### config.mk
export PLATFORM = sky130hd
export DESIGN_NAME = tedr_cfg
export DESIGN_NICKNAME = d
export VERILOG_FILES = /design/src/rtl/tedr_pkg.sv /design/src/rtl/tedr_cfg.sv
export SDC_FILE = /design/constraint.sdc
export NUM_CORES = 1
export LEC_CHECK = 0
export ABC_AREA = 1
export BUFFER_PORTS_ARGS = -buffer_cell sky130_fd_sc_hd__buf_2
export CAP_MARGIN = 20
export CORE_MARGIN = 4
export CORE_UTILIZATION = 23
export CTS_CLUSTER_DIAMETER = 100
export DETAILED_ROUTE_END_ITERATION = 16
export PLACE_DENSITY_LB_ADDON = 0.1
export REMOVE_ABC_BUFFERS = 1
export SLEW_MARGIN = 5
export SYNTH_ARGS = -nofsm -noshare
export SYNTH_HDL_FRONTEND = slang
export SYNTH_SLANG_ARGS = --single-unit
### constraint.sdc
create_clock -name clk -period 1 [get_ports clk]
set_input_delay 0.1 -clock clk [delete_from_list [all_inputs] [get_ports clk]]
set_output_delay 0.1 -clock clk [all_outputs]
set_load 0.1 [all_outputs]
### src/rtl/tedr_pkg.sv
// shared types and constants for the trie edit distance row block
`timescale 1ns / 1ps
`default_nettype none

package tedr_pkg;

	localparam int DIST_W  = 7;
	localparam int CHAR_W  = 8;
	localparam int DEPTH_W = 6;
	localparam int QLEN_W  = 5;
	localparam int NQCHARS = 16;
	localparam int APB_AW  = 5;
	localparam int APB_DW  = 64;

	localparam int DEF_MAX_QUERY_LEN  = 16;
	localparam int DEF_MAX_WORD_DEPTH = 32;

	localparam logic [DIST_W-1:0] DIST_SAT = 7'd127;

	typedef enum logic [1:0] {
		REG_QCHARS_LO = 2'd0,
		REG_QCHARS_HI = 2'd1,
		REG_QLEN      = 2'd2,
		REG_LIMIT     = 2'd3
	} reg_idx_t;

	typedef struct packed {
		logic [NQCHARS-1:0][CHAR_W-1:0] qchars;
		logic [QLEN_W-1:0]              qlen;
		logic [DIST_W-1:0]              limit;
	} tedr_cfg_t;

	typedef struct packed {
		logic              fire;
		logic              match;
		logic              trans;
		logic [DIST_W-1:0] left;
		logic [DIST_W-1:0] up;
		logic [DIST_W-1:0] diag;
		logic [DIST_W-1:0] diag2;
		logic [DIST_W-1:0] min_in;
	} tedr_cell_in_t;

	typedef struct packed {
		logic              tok;
		logic [DIST_W-1:0] val;
		logic [DIST_W-1:0] rmin;
	} tedr_cell_out_t;

endpackage

`default_nettype wire

### src/rtl/tedr_cfg.sv
// apb configuration registers: query characters, query length, distance limit
`timescale 1ns / 1ps
`default_nettype none

module tedr_cfg (
	input  logic                            clk,
	input  logic                            arst_n,
	input  logic                            psel,
	input  logic                            penable,
	input  logic                            pwrite,
	input  logic [tedr_pkg::APB_AW-1:0]     paddr,
	input  logic [tedr_pkg::APB_DW-1:0]     pwdata,
	output logic [tedr_pkg::APB_DW-1:0]     prdata,
	output tedr_pkg::tedr_cfg_t             cfg
);
	import tedr_pkg::*;

	tedr_cfg_t cfg_q;
	reg_idx_t  idx;
	logic      wr;

	assign idx = reg_idx_t'(paddr[APB_AW-1:3]);
	assign wr  = psel && penable && pwrite;

	always_ff @(posedge clk or negedge arst_n) begin
		if (!arst_n) begin
			cfg_q <= '0;
		end else if (wr) begin
			unique case (idx)
				REG_QCHARS_LO: cfg_q.qchars[7:0]  <= pwdata;
				REG_QCHARS_HI: cfg_q.qchars[15:8] <= pwdata;
				REG_QLEN:      cfg_q.qlen         <= pwdata[QLEN_W-1:0];
				REG_LIMIT:     cfg_q.limit        <= pwdata[DIST_W-1:0];
				default:       cfg_q              <= cfg_q;
			endcase
		end
	end

	always_comb begin
		unique case (idx)
			REG_QCHARS_LO: prdata = cfg_q.qchars[7:0];
			REG_QCHARS_HI: prdata = cfg_q.qchars[15:8];
			REG_QLEN:      prdata = APB_DW'(cfg_q.qlen);
			REG_LIMIT:     prdata = APB_DW'(cfg_q.limit);
			default:       prdata = '0;
		endcase
	end

	assign cfg = cfg_q;

endmodule

`default_nettype wire

# Yosys cells after proc, flatten, opt, wreduce, memory -nomap -nowiden

Index checks and enable logic that the tools add are counted.
W data, S select, Z words.

Register bits after elaboration: 140
Bits in latches: 0
Memory bits (writable): 0
ROM bits: 0
Input bits: 74
Output and inout bits: 204
Word-level logic and storage cells: 29
Memories: 0

$add $sub $neg: 0
$mul: 0
Div/mod/pow operators: 0
$lt $le $gt $ge: 0
Equality and inequality tests: 3
Shift operators: 0
Mux-type cells: 1
Bitwise operators: 0
Reduce and logical (&&, ||, !) cells: 7

Operators by type and width:

| kind                 | count |
|---|---|
| $pmux W64 S4         | 1 |
| $reduce_and A2 Y1    | 4 |
| $eq A2 B2 Y1 const B | 2 |
| $eq A2 B1 Y1 const B | 1 |
| $logic_and A1 B1 Y1  | 2 |
| $logic_not A2 Y1     | 1 |

# Longest topological paths before layout

Word-level depth: 3
Gate-level depth with buffers: 7
Mapped depth without buffers: 6

# Worst setup path after synthesis

OpenSTA, ideal clock, no wires.

Kind: register to output
Start point: register cfg_q (netlist bit cfg[7])
End point: output prdata[0] in the netlist's numbering
Arrival time: 1879 ps
Data required time: 900 ps
Path slack: -979 ps
Cell stages (with the launch flop): 3
Path buffers: 0
Path through: dfrtp_1 nand3_1 nand4_1

Cells in the longest elaborated chain, start to end: 1

Ends and longest elaborated chain:

| element                  | line           | source |
|---|---|---|
| start: declaration       | tedr_cfg.sv:18 | `tedr_cfg_t cfg_q;` |
| start signal: assignment | tedr_cfg.sv:34 | `default: cfg_q <= cfg_q;` |
| $pmux W64 S4             | tedr_cfg.sv:40 | `unique case (idx)` |
| end: declaration         | tedr_cfg.sv:13 | `output logic [tedr_pkg::APB_DW-1:0] prdata,` |

Every way passes these cells.

# Worst setup path after layout

Start point: register cfg_q (netlist bit cfg[13])
End point: output prdata[1] in the netlist's numbering

Same word-level chain as after synthesis.

==> run_results.csv <==
group,metric,value,unit
global_route,grt_pass1_wl,42720,um
clock_network,htreeDepth,4,
status,status,"complete, but fails checks",
sta,final-hold-violation-count,0,
worst_setup_path,max_stage_delay,390,ps
synthesis,synth.cell_area,0.006188,mm^2
worst_setup_path,worstPathRequired,900,ps
worst_setup_path,path_max_fanout,2,
floorplanning,num_io_pins,278,
finish,syn_to_final_growth,138.7,%
detailed_routing,antenna_left,0,
finish,multiInputGateArea,0.002703,mm^2
detailed_routing,drt_first_pass_iters,6,
sta,fmax,0.7170,GHz
sta,maxSlewHeadroom,80.01,%
floorplanning,die_y,172.0,um
sta,skew,0,ps
sta,rsz0062_at_grt,"true",
power_and_ir_drop,power.density,2583,mW/mm^2
worst_setup_path,slowest_stage,"dfrtp_1",
global_route,track_usage,18.44,%
global_route,overflow,0,
floorplanning,initial_utilization,23.55,%
detailed_routing,drt-initial-drc-count,338,
clock_network,clk_latency,410,ps
finish,largest_register_ff_count,140,
sta,tightest_slew,299.9,ps
detailed_routing,avgViaCountPerCell,4.234,
placement,place_congestion,0.7678,
finish,design_area,0.01477,mm^2
clock_network,ctsLongestPathBuffers,2,
floorplanning,die_w,172.0,um
floorplanning,dieArea,0.02959,mm^2
global_route,grt_max_degree,50,
finish,final_cell_mix,"nand2_1, buf_12, buf_6",
detailed_routing,wl_per_cell,15.73,um
clock_network,cts_made_buffers,17,
detailed_routing,drc,0,
sta,finalSetupViolCount,204,
finish,register_area,0.003513,mm^2
synthesis,ys_seq_elements,140,
synthesis,synthCells,825,
worst_setup_path,crit_chain,"nand2_1 -> nand4_1 -> buf_12",
placement,post_dp_cell_area,0.01172,mm^2
clock_network,clkSinkCount,140,
synthesis,yosysWarnings,0,
worst_setup_path,worstSetupPathType,"flip-flop to primary output",
sta,setup_tns,-43320,ps
global_route,grt_pass1_vias,7706,
clock_network,cts-root-buf,"clkbuf_16",
finish,drive_gt1_share,45.98,%
clock_network,cts_tree,"yes",
synthesis,synth.avg_cell_area,7.501,um^2
finish,nFillCells,2330,
min_path,hold_class,"input pin to async pin",
clock_network,clkTransAtPathRegs,60,ps
sta,period_share,139.5,%
floorplanning,rows,59,
detailed_routing,vias,7269,
flow_run,maxCapViolCount,0,
worst_setup_path,end_kind,"primary output",
power_and_ir_drop,ir_worst_vdd,1.232,mV
sta,fin_ws,-394.8,ps
worst_setup_path,critPathLaunchType,"flip-flop",
placement,numPortBuffers,274,
finish,instances_no_fill,1717,
synthesis,ys_seq_area_share,56.61,%
sta,whs,136.7,ps
worst_setup_path,path_delay_family,"flip-flops",
sta,min_period,1395,ps
sta,slew_viol_final,0,
synthesis,ys_types,14,
worst_setup_path,crit_arrival,1290,ps
detailed_routing,totalWireLength,27000,um
power_and_ir_drop,p_leak,0.007504,uW
global_route,antenna_found_initial,1,
placement,pre_cts_slack,-280.5,ps
worst_setup_path,crit_buf_inv,1,
finish,final_common_cell,"nand2_1",
placement,placed_cells,1481,
placement,dp_hpwl,17820,um
floorplanning,coreArea,0.02628,mm^2
finish,final_nets,1442,
status,violations,"negative setup slack",
==> cells in the mapped netlist, drive strengths merged <==
cell	n	area share, %
nand4	5	0.51
inv	6	0.36
nand2	611	37
buf	37	3.1
nor2	6	0.65
dfrtp	140	57
clkbuf	2	0.12
nand3	18	1.5
==> routing by layer <==
metal	up-vias	share of wire (%)	global-route usage [%]	routed length, um
met5	-	0	0	0
met4	0	1.8	5.195	491
met3	25	5.5	4.275	1486
met2	201	50	31.49	13500
met1	3457	43	23.46	11520
li1	3586	-	-	-
==> report_power, final <==
part,switching [uW],leakage [uW],internal (uW)
clock network,2670,0.000267,3490
logic,14800,0.00547,9310
registers,1040,0.00177,6840
==> cell families after synthesis <==
family / count (synthesis) / share of synthesized area [%]
simple gates: 640 / 39.83
flops: 140 / 56.61
buf+inv: 45 / 3.558
==> path summary, 6_finish.rpt <==
path | startpoint | endpoint | slack (ps) | cells after the start
worst min register to register | cfg[98]$_DFFE_PN0P_ | cfg[98]$_DFFE_PN0P_ | 520 | 2
worst max-delay path | cfg[13]$_DFFE_PN0P_ | prdata[1] | -390 | 3
worst max register to register | cfg[70]$_DFFE_PN0P_ | cfg[70]$_DFFE_PN0P_ | 40 | 5
max in group asynchronous | arst_n | cfg[109]$_DFFE_PN0P_ | 330 | 3
min in group clk | paddr[3] | cfg[4]$_DFFE_PN0P_ | 380 | 7
worst min-delay path | arst_n | cfg[9]$_DFFE_PN0P_ | 140 | 2
==> what timing repair did <==
item | CTS | global route
resized for setup | 216 | 28
buffers inserted | 119 | 27
cloned | 1 | 0
hold buffers | 65 | 0
endpoints found under the hold margin | 280 | 0
pin swaps | 131 | 46
endpoints found under the setup margin | 204 | 204
==> cell type report <==
cell class	count	area share [%]
clock buffers	19	2.930
diodes	1	0.01694
multi-input cells	640	18.29
inverters	6	0.1694
well taps	335	2.837
flip-flops and latches	140	23.78
clock inverters	13	0.9062
repair buffers	563	51.06
==> metrics by stage <==
stage	total power (uW)	utilization, %
after CTS	38120	55.47
after global routing	39570	56.21
after detailed placement	29090	44.59
after floorplan	20040	-
after global placement	29040	44.59
final	38160	56.21
==> worst register-to-register path, stage by stage, from the launching register on <==
cell	delay [ps]
dfrtp_1	390
buf_6	130
buf_4	120
buf_4	120
nand2_1	60
nand2_1	40
Power figures use the tool's default switching activity.
