<file path="src/rtl/tedr_pkg.sv">
// shared types and constants for the trie edit distance row block
`timescale 1ns / 1ps
`default_nettype none

package tedr_pkg;

	localparam int DIST_W  = 7;
	localparam int CHAR_W  = 8;
	localparam int DEPTH_W = 6;
	localparam int QLEN_W  = 5;
	localparam int NQCHARS = 16;
	localparam int APB_AW  = 5;
	localparam int APB_DW  = 64;

	localparam int DEF_MAX_QUERY_LEN  = 16;
	localparam int DEF_MAX_WORD_DEPTH = 32;

	localparam logic [DIST_W-1:0] DIST_SAT = 7'd127;

	typedef enum logic [1:0] {
		REG_QCHARS_LO = 2'd0,
		REG_QCHARS_HI = 2'd1,
		REG_QLEN      = 2'd2,
		REG_LIMIT     = 2'd3
	} reg_idx_t;

	typedef struct packed {
		logic [NQCHARS-1:0][CHAR_W-1:0] qchars;
		logic [QLEN_W-1:0]              qlen;
		logic [DIST_W-1:0]              limit;
	} tedr_cfg_t;

	typedef struct packed {
		logic              fire;
		logic              match;
		logic              trans;
		logic [DIST_W-1:0] left;
		logic [DIST_W-1:0] up;
		logic [DIST_W-1:0] diag;
		logic [DIST_W-1:0] diag2;
		logic [DIST_W-1:0] min_in;
	} tedr_cell_in_t;

	typedef struct packed {
		logic              tok;
		logic [DIST_W-1:0] val;
		logic [DIST_W-1:0] rmin;
	} tedr_cell_out_t;

endpackage

`default_nettype wire

</file>
<file path="src/rtl/tedr_cell.sv">
// one column cell of the alignment row chain
`timescale 1ns / 1ps
`default_nettype none

module tedr_cell (
	input  logic                    clk,
	input  logic                    arst_n,
	input  tedr_pkg::tedr_cell_in_t cin,
	output tedr_pkg::tedr_cell_out_t cout
);
	import tedr_pkg::*;

	function automatic logic [DIST_W-1:0] inc_sat(input logic [DIST_W-1:0] v);
		inc_sat = (v == DIST_SAT) ? DIST_SAT : v + 1'b1;
	endfunction

	logic [DIST_W-1:0] c_left, c_up, c_sub, c_tr, m0, m1, v;
	logic              tok_q;
	logic [DIST_W-1:0] val_q, rmin_q;

	always_comb begin
		c_left = inc_sat(cin.left);
		c_up   = inc_sat(cin.up);
		c_sub  = cin.match ? cin.diag : inc_sat(cin.diag);
		c_tr   = cin.trans ? inc_sat(cin.diag2) : DIST_SAT;
		m0     = (c_left < c_up) ? c_left : c_up;
		m1     = (c_sub < c_tr) ? c_sub : c_tr;
		v      = (m0 < m1) ? m0 : m1;
	end

	always_ff @(posedge clk or negedge arst_n) begin
		if (!arst_n) begin
			tok_q <= 1'b0;
		end else begin
			tok_q <= cin.fire;
		end
	end

	always_ff @(posedge clk) begin
		if (cin.fire) begin
			val_q  <= v;
			rmin_q <= (v < cin.min_in) ? v : cin.min_in;
		end
	end

	assign cout.tok  = tok_q;
	assign cout.val  = val_q;
	assign cout.rmin = rmin_q;

endmodule

`default_nettype wire

</file>
<file path="config.mk">
export PLATFORM = sky130hd
export DESIGN_NAME = tedr_cell
export DESIGN_NICKNAME = d
export VERILOG_FILES = /design/src/rtl/tedr_pkg.sv /design/src/rtl/tedr_cell.sv
export SDC_FILE = /design/constraint.sdc
export NUM_CORES = 1
export LEC_CHECK = 0
export BUFFER_PORTS_ARGS = -buffer_cell sky130_fd_sc_hd__buf_2
export CAP_MARGIN = 15
export CELL_PAD_IN_SITES_DETAIL_PLACEMENT = 1
export CELL_PAD_IN_SITES_GLOBAL_PLACEMENT = 1
export CORE_ASPECT_RATIO = 1.2
export CORE_MARGIN = 1.5
export CORE_UTILIZATION = 39
export DETAILED_ROUTE_END_ITERATION = 16
export PLACE_DENSITY = 0.9
export SLEW_MARGIN = 15
export SYNTH_ARGS = -nofsm -noshare
export SYNTH_HDL_FRONTEND = slang
export SYNTH_SLANG_ARGS = --single-unit
</file>
<file path="constraint.sdc">
create_clock -name clk -period 0.8 [get_ports clk]
set_input_delay 0.08 -clock clk [delete_from_list [all_inputs] [get_ports clk]]
set_output_delay 0.08 -clock clk [all_outputs]
set_load 0.005 [all_outputs]
</file>
==> results of run 1 <==
[per-stage QoR]
step | std cells | utilization [%] | TNS (ps)
3_5_place_dp | 422 | 64.3 | -59830
3_3_place_gp | 422 | 64.3 | -52860
2_1_floorplan | 222 | - | -48120
[kinds of logic after synthesis]
group / Yosys count / share of synthesized area, %
buf+inv: 22 / 4.97
xor+xnor: 12 / 5.50
fa+ha+maj: 22 / 14.4
flops: 15 / 23.3
compound gates: 52 / 19.4
simple gates: 81 / 22.3
mux: 18 / 10.2
==> impl_metrics.yaml, run 1 <==
synthesis:
  netlist_area_mm2: 0.00191
  synth_common_cells: "ha_1, nand2_1, inv_1"
  synth_cell_types: 47
  synth_enable_flop_cells: 14
  yosysSeqAreaShare_pct: 23.3
  ys.flop_type: "edfxtp_1"
  yosysTopAreaCellShare_pct: 22.0
  synth.most_common_cell: "ha_1"
  synth_cells: 222
  synth_area_leaders: "edfxtp_1, ha_1, mux2i_1"
  synth_nets: 284
  yosysWarningCount: 0
  async_flop_share_pct: 6.67
  yosysTopAreaCell: "edfxtp_1"
  syn-mean-instance-area_um2: 8.61
  yosys_register_bits: 15
outcome:
  error_line: "[ERROR DPL-0033] detailed placement checks failed during check placement."
  status: "did not finish"
  lastStage: "clock tree synthesis"
placed_design:
  routabilityCongestion: 0.856
  post_dp_cell_area_mm2: 0.00300
  dp_hpwl_mm: 7.01
  dpl_worst_slack_ps: -5050
  io_buffers: 54
floorplanning:
  num_rows: 27
  fp.dieH_um: 79.7
  io_pins: 55
  die_w_um: 66.9
  start_util_pct: 41.0
clock_network:
  h-tree-depth: 1
  cts_resized: 68
  postCtsSetupBuffers: 17
  numCtsBuffers: 3
  clk_path_buf_depth: 2
  cts_hold_buf: 1
  clockRootBuffer: "clkbuf_8"
  clkSinkCount: 15
==> run 2: changes to the inputs <==
--- a/config.mk
+++ b/config.mk
@@ -7,13 +7,10 @@
 export LEC_CHECK = 0
 export BUFFER_PORTS_ARGS = -buffer_cell sky130_fd_sc_hd__buf_2
 export CAP_MARGIN = 15
-export CELL_PAD_IN_SITES_DETAIL_PLACEMENT = 1
-export CELL_PAD_IN_SITES_GLOBAL_PLACEMENT = 1
-export CORE_ASPECT_RATIO = 1.2
 export CORE_MARGIN = 1.5
-export CORE_UTILIZATION = 39
+export CORE_UTILIZATION = 40
 export DETAILED_ROUTE_END_ITERATION = 16
-export PLACE_DENSITY = 0.9
+export PLACE_DENSITY_LB_ADDON = 0.15
 export SLEW_MARGIN = 15
 export SYNTH_ARGS = -nofsm -noshare
 export SYNTH_HDL_FRONTEND = slang
==> run 2 against run 1 <==
The flow now finishes, with violations (negative setup slack). Synthesized area is the same. Synthesized cell count is the same.
==> impl_metrics.yaml, run 2 <==
clock_network:
  numCtsBuffers: 3
  cts_tree: "built"
  clockRootBuffer: "clkbuf_8"
  clkSinkCount: 15
  h-tree-depth: 1
  clk_path_buf_depth: 2
  clk_pin_slew_ps: 60
floorplanning:
  start_util_pct: 42.7
  io_pins: 55
  die_w_um: 72.1
  coreArea_mm2: 0.00447
  die_area_mm2: 0.00520
  fp.dieH_um: 72.1
  num_rows: 24
synthesis:
  synth_cells: 222
  synth_area_leaders: "edfxtp_1, ha_1, mux2i_1"
  synth_common_cells: "ha_1, nand2_1, inv_1"
  syn-mean-instance-area_um2: 8.61
  yosysTopAreaCellShare_pct: 22.0
  synth_nets: 284
  yosysTopAreaCell: "edfxtp_1"
  synth.most_common_cell: "ha_1"
  netlist_area_mm2: 0.00191
  synth_enable_flop_cells: 14
  yosys_register_bits: 15
  yosysSeqAreaShare_pct: 23.3
  async_flop_share_pct: 6.67
  yosysWarningCount: 0
  synth_cell_types: 47
  ys.flop_type: "edfxtp_1"
routing:
  drc: 0
  dr.first_iter.drc_count: 119
  wl_per_cell_um: 15.7
  wl_mm: 6.92
  dr.pass1.iters: 4
  vias: 2376
  detail-route-antenna-nets: 0
  via_per_inst: 5.39
power:
  internal-power_mw: 3.54
  clkPwrFrac_pct: 11.3
  power_frac_comb_pct: 67.6
  switching_share_pct: 35.8
  power_mw: 5.51
  pwr_density_cell_mw_per_mm2: 1590
  p_leak_nw: 1.69
  p_sw_mw: 1.97
  power_frac_seq_pct: 21.2
  vdd_drop_max_v: 0.000787
global_route:
  grt_pass1_wl_mm: 9.78
  grt_antenna_before_repair: 0
  overflow: 0
  grt_pass1_vias: 2320
  grt.total_usage_pct: 23.2
  grt_max_degree: 16
placed_design:
  dp_hpwl_mm: 4.58
  routabilityCongestion: 0.916
  placed_cells: 419
  post_dp_cell_area_mm2: 0.00301
  io_buffers: 54
timing:
  tightest_slew_ps: 463
  max_freq_mhz: 190
  final.min_clock_period_ps: 5250
  slew_headroom_pct: 69.1
  rsz0062_at_grt: "yes"
  slew_violations: 0
  timing.final.crit_share_pct: 657
  fin_ws_ps: -4450
  hold_viol: 0
  setup_violations: 28
final_layout:
  reg_top3: "rmin_q (7), val_q (7), tok_q (1)"
  fin_area_mm2: 0.00347
  final_common_cell: "buf_4"
  nNetsFinal: 452
  area_growth_syn_to_layout_pct: 81.3
  fillCellCount: 310
  final_cells: 441
  mostFrequentLayoutCells: "buf_4, buf_2, nand2_1"
  drive_above_1_share_pct: 59.4
  n_antenna_cell: 0
worst_setup_path:
  endpoint_kind: "flop"
  cpPeakStageDelay_ps: 400
  worstPathArrival_ps: 5250
  crit_type: "in2reg"
  worstPathMaxFanout: 8
  critical_path_buf_inv_count: 3
  cpLargestDelayFamily: "compound AO/OA/AOI/OAI gates"
  start_kind: "primary input"
  slowest_stage: "or3_4"
  cp.required_ps: 800
  path_common_cell: "a21o_1"
outcome:
  status: "finished with violations"
  violations: "negative setup slack"
job:
  drv_cap: 0
min_path:
  hold_class: "in2async"
run 2: cell families (layout without fill, tap and decap cells):
group | after synthesis | in the layout | synth area share, %
fa+ha+maj | 22 | 22 | 14.4
flops | 15 | 15 | 23.3
simple gates | 81 | 81 | 22.3
compound gates | 52 | 53 | 19.4
xor+xnor | 12 | 12 | 5.50
mux | 18 | 18 | 10.2
buf+inv | 22 | 188 | 4.97
run 2: through the flow:
stage,hold WS [ps],setup WS (ps),setup TNS (ps),utilization [%]
finish,135,-4450,-53470,77.5
global route,140,-4600,-55740,77.5
CTS,144,-4290,-51180,73.3
detailed placement,-142,-4660,-55600,67.3
global placement,-146,-4430,-52710,67.3
floorplan,-216,-4120,-48120,-
run 2: layer usage:
metal  GRT usage [%]  up-vias  routed length [um]
li1                -     1165                   -
met1            26.0     1106                2630
met2            46.2       81                3750
met3            2.36       24                 269
met4            5.87        0                 258
met5               0        -                   0
run 2: power by group through the flow:
stage / clock [mW] / combinational (mW) / sequential (mW)
after CTS: 0.602 / 3.16 / 1.17
after global placement: 0 / 2.66 / 1.18
after global routing: 0.649 / 3.96 / 1.19
after detailed placement: 0 / 2.77 / 1.18
after floorplan: 0 / 1.43 / 1.21
final: 0.622 / 3.72 / 1.17
run 2: cell type report:
| class | count | area [um^2] | area share [%] |
|---|---|---|---|
| multi-input combinational | 186 | 1660 | 48.0 |
| timing repair buffer | 165 | 1170 | 33.9 |
| sequential | 15 | 445 | 12.9 |
| inverter | 19 | 71.3 | 2.06 |
| tap | 52 | 65.1 | 1.88 |
| clock buffer | 3 | 41.3 | 1.19 |
| clock inverter | 1 | 5.00 | 0.144 |
run 2: path summary, 6_finish.rpt:
check,endpoint,cells past startpoint,start,slack [ps]
max in group asynchronous,tok_q,2,arst_n,580
min in group clk,tok_q,1,cin[37],140
setup / recovery,rmin_q[3],27,cin[21],-4450
hold / removal,tok_q,2,arst_n,130
run 2: repair_timing:
| action | 4_1_cts | 5_1_grt |
|---|---|---|
| endpoints found under the setup margin | 27 | 29 |
| cloned | 0 | 1 |
| hold buffers | 1 | 0 |
| hold endpoints to repair | 1 | 0 |
| pin swaps | 27 | 25 |
| buffers inserted | 9 | 11 |
| resized for setup | 34 | 24 |
Note: power is estimated with default switching activity, not from simulation.
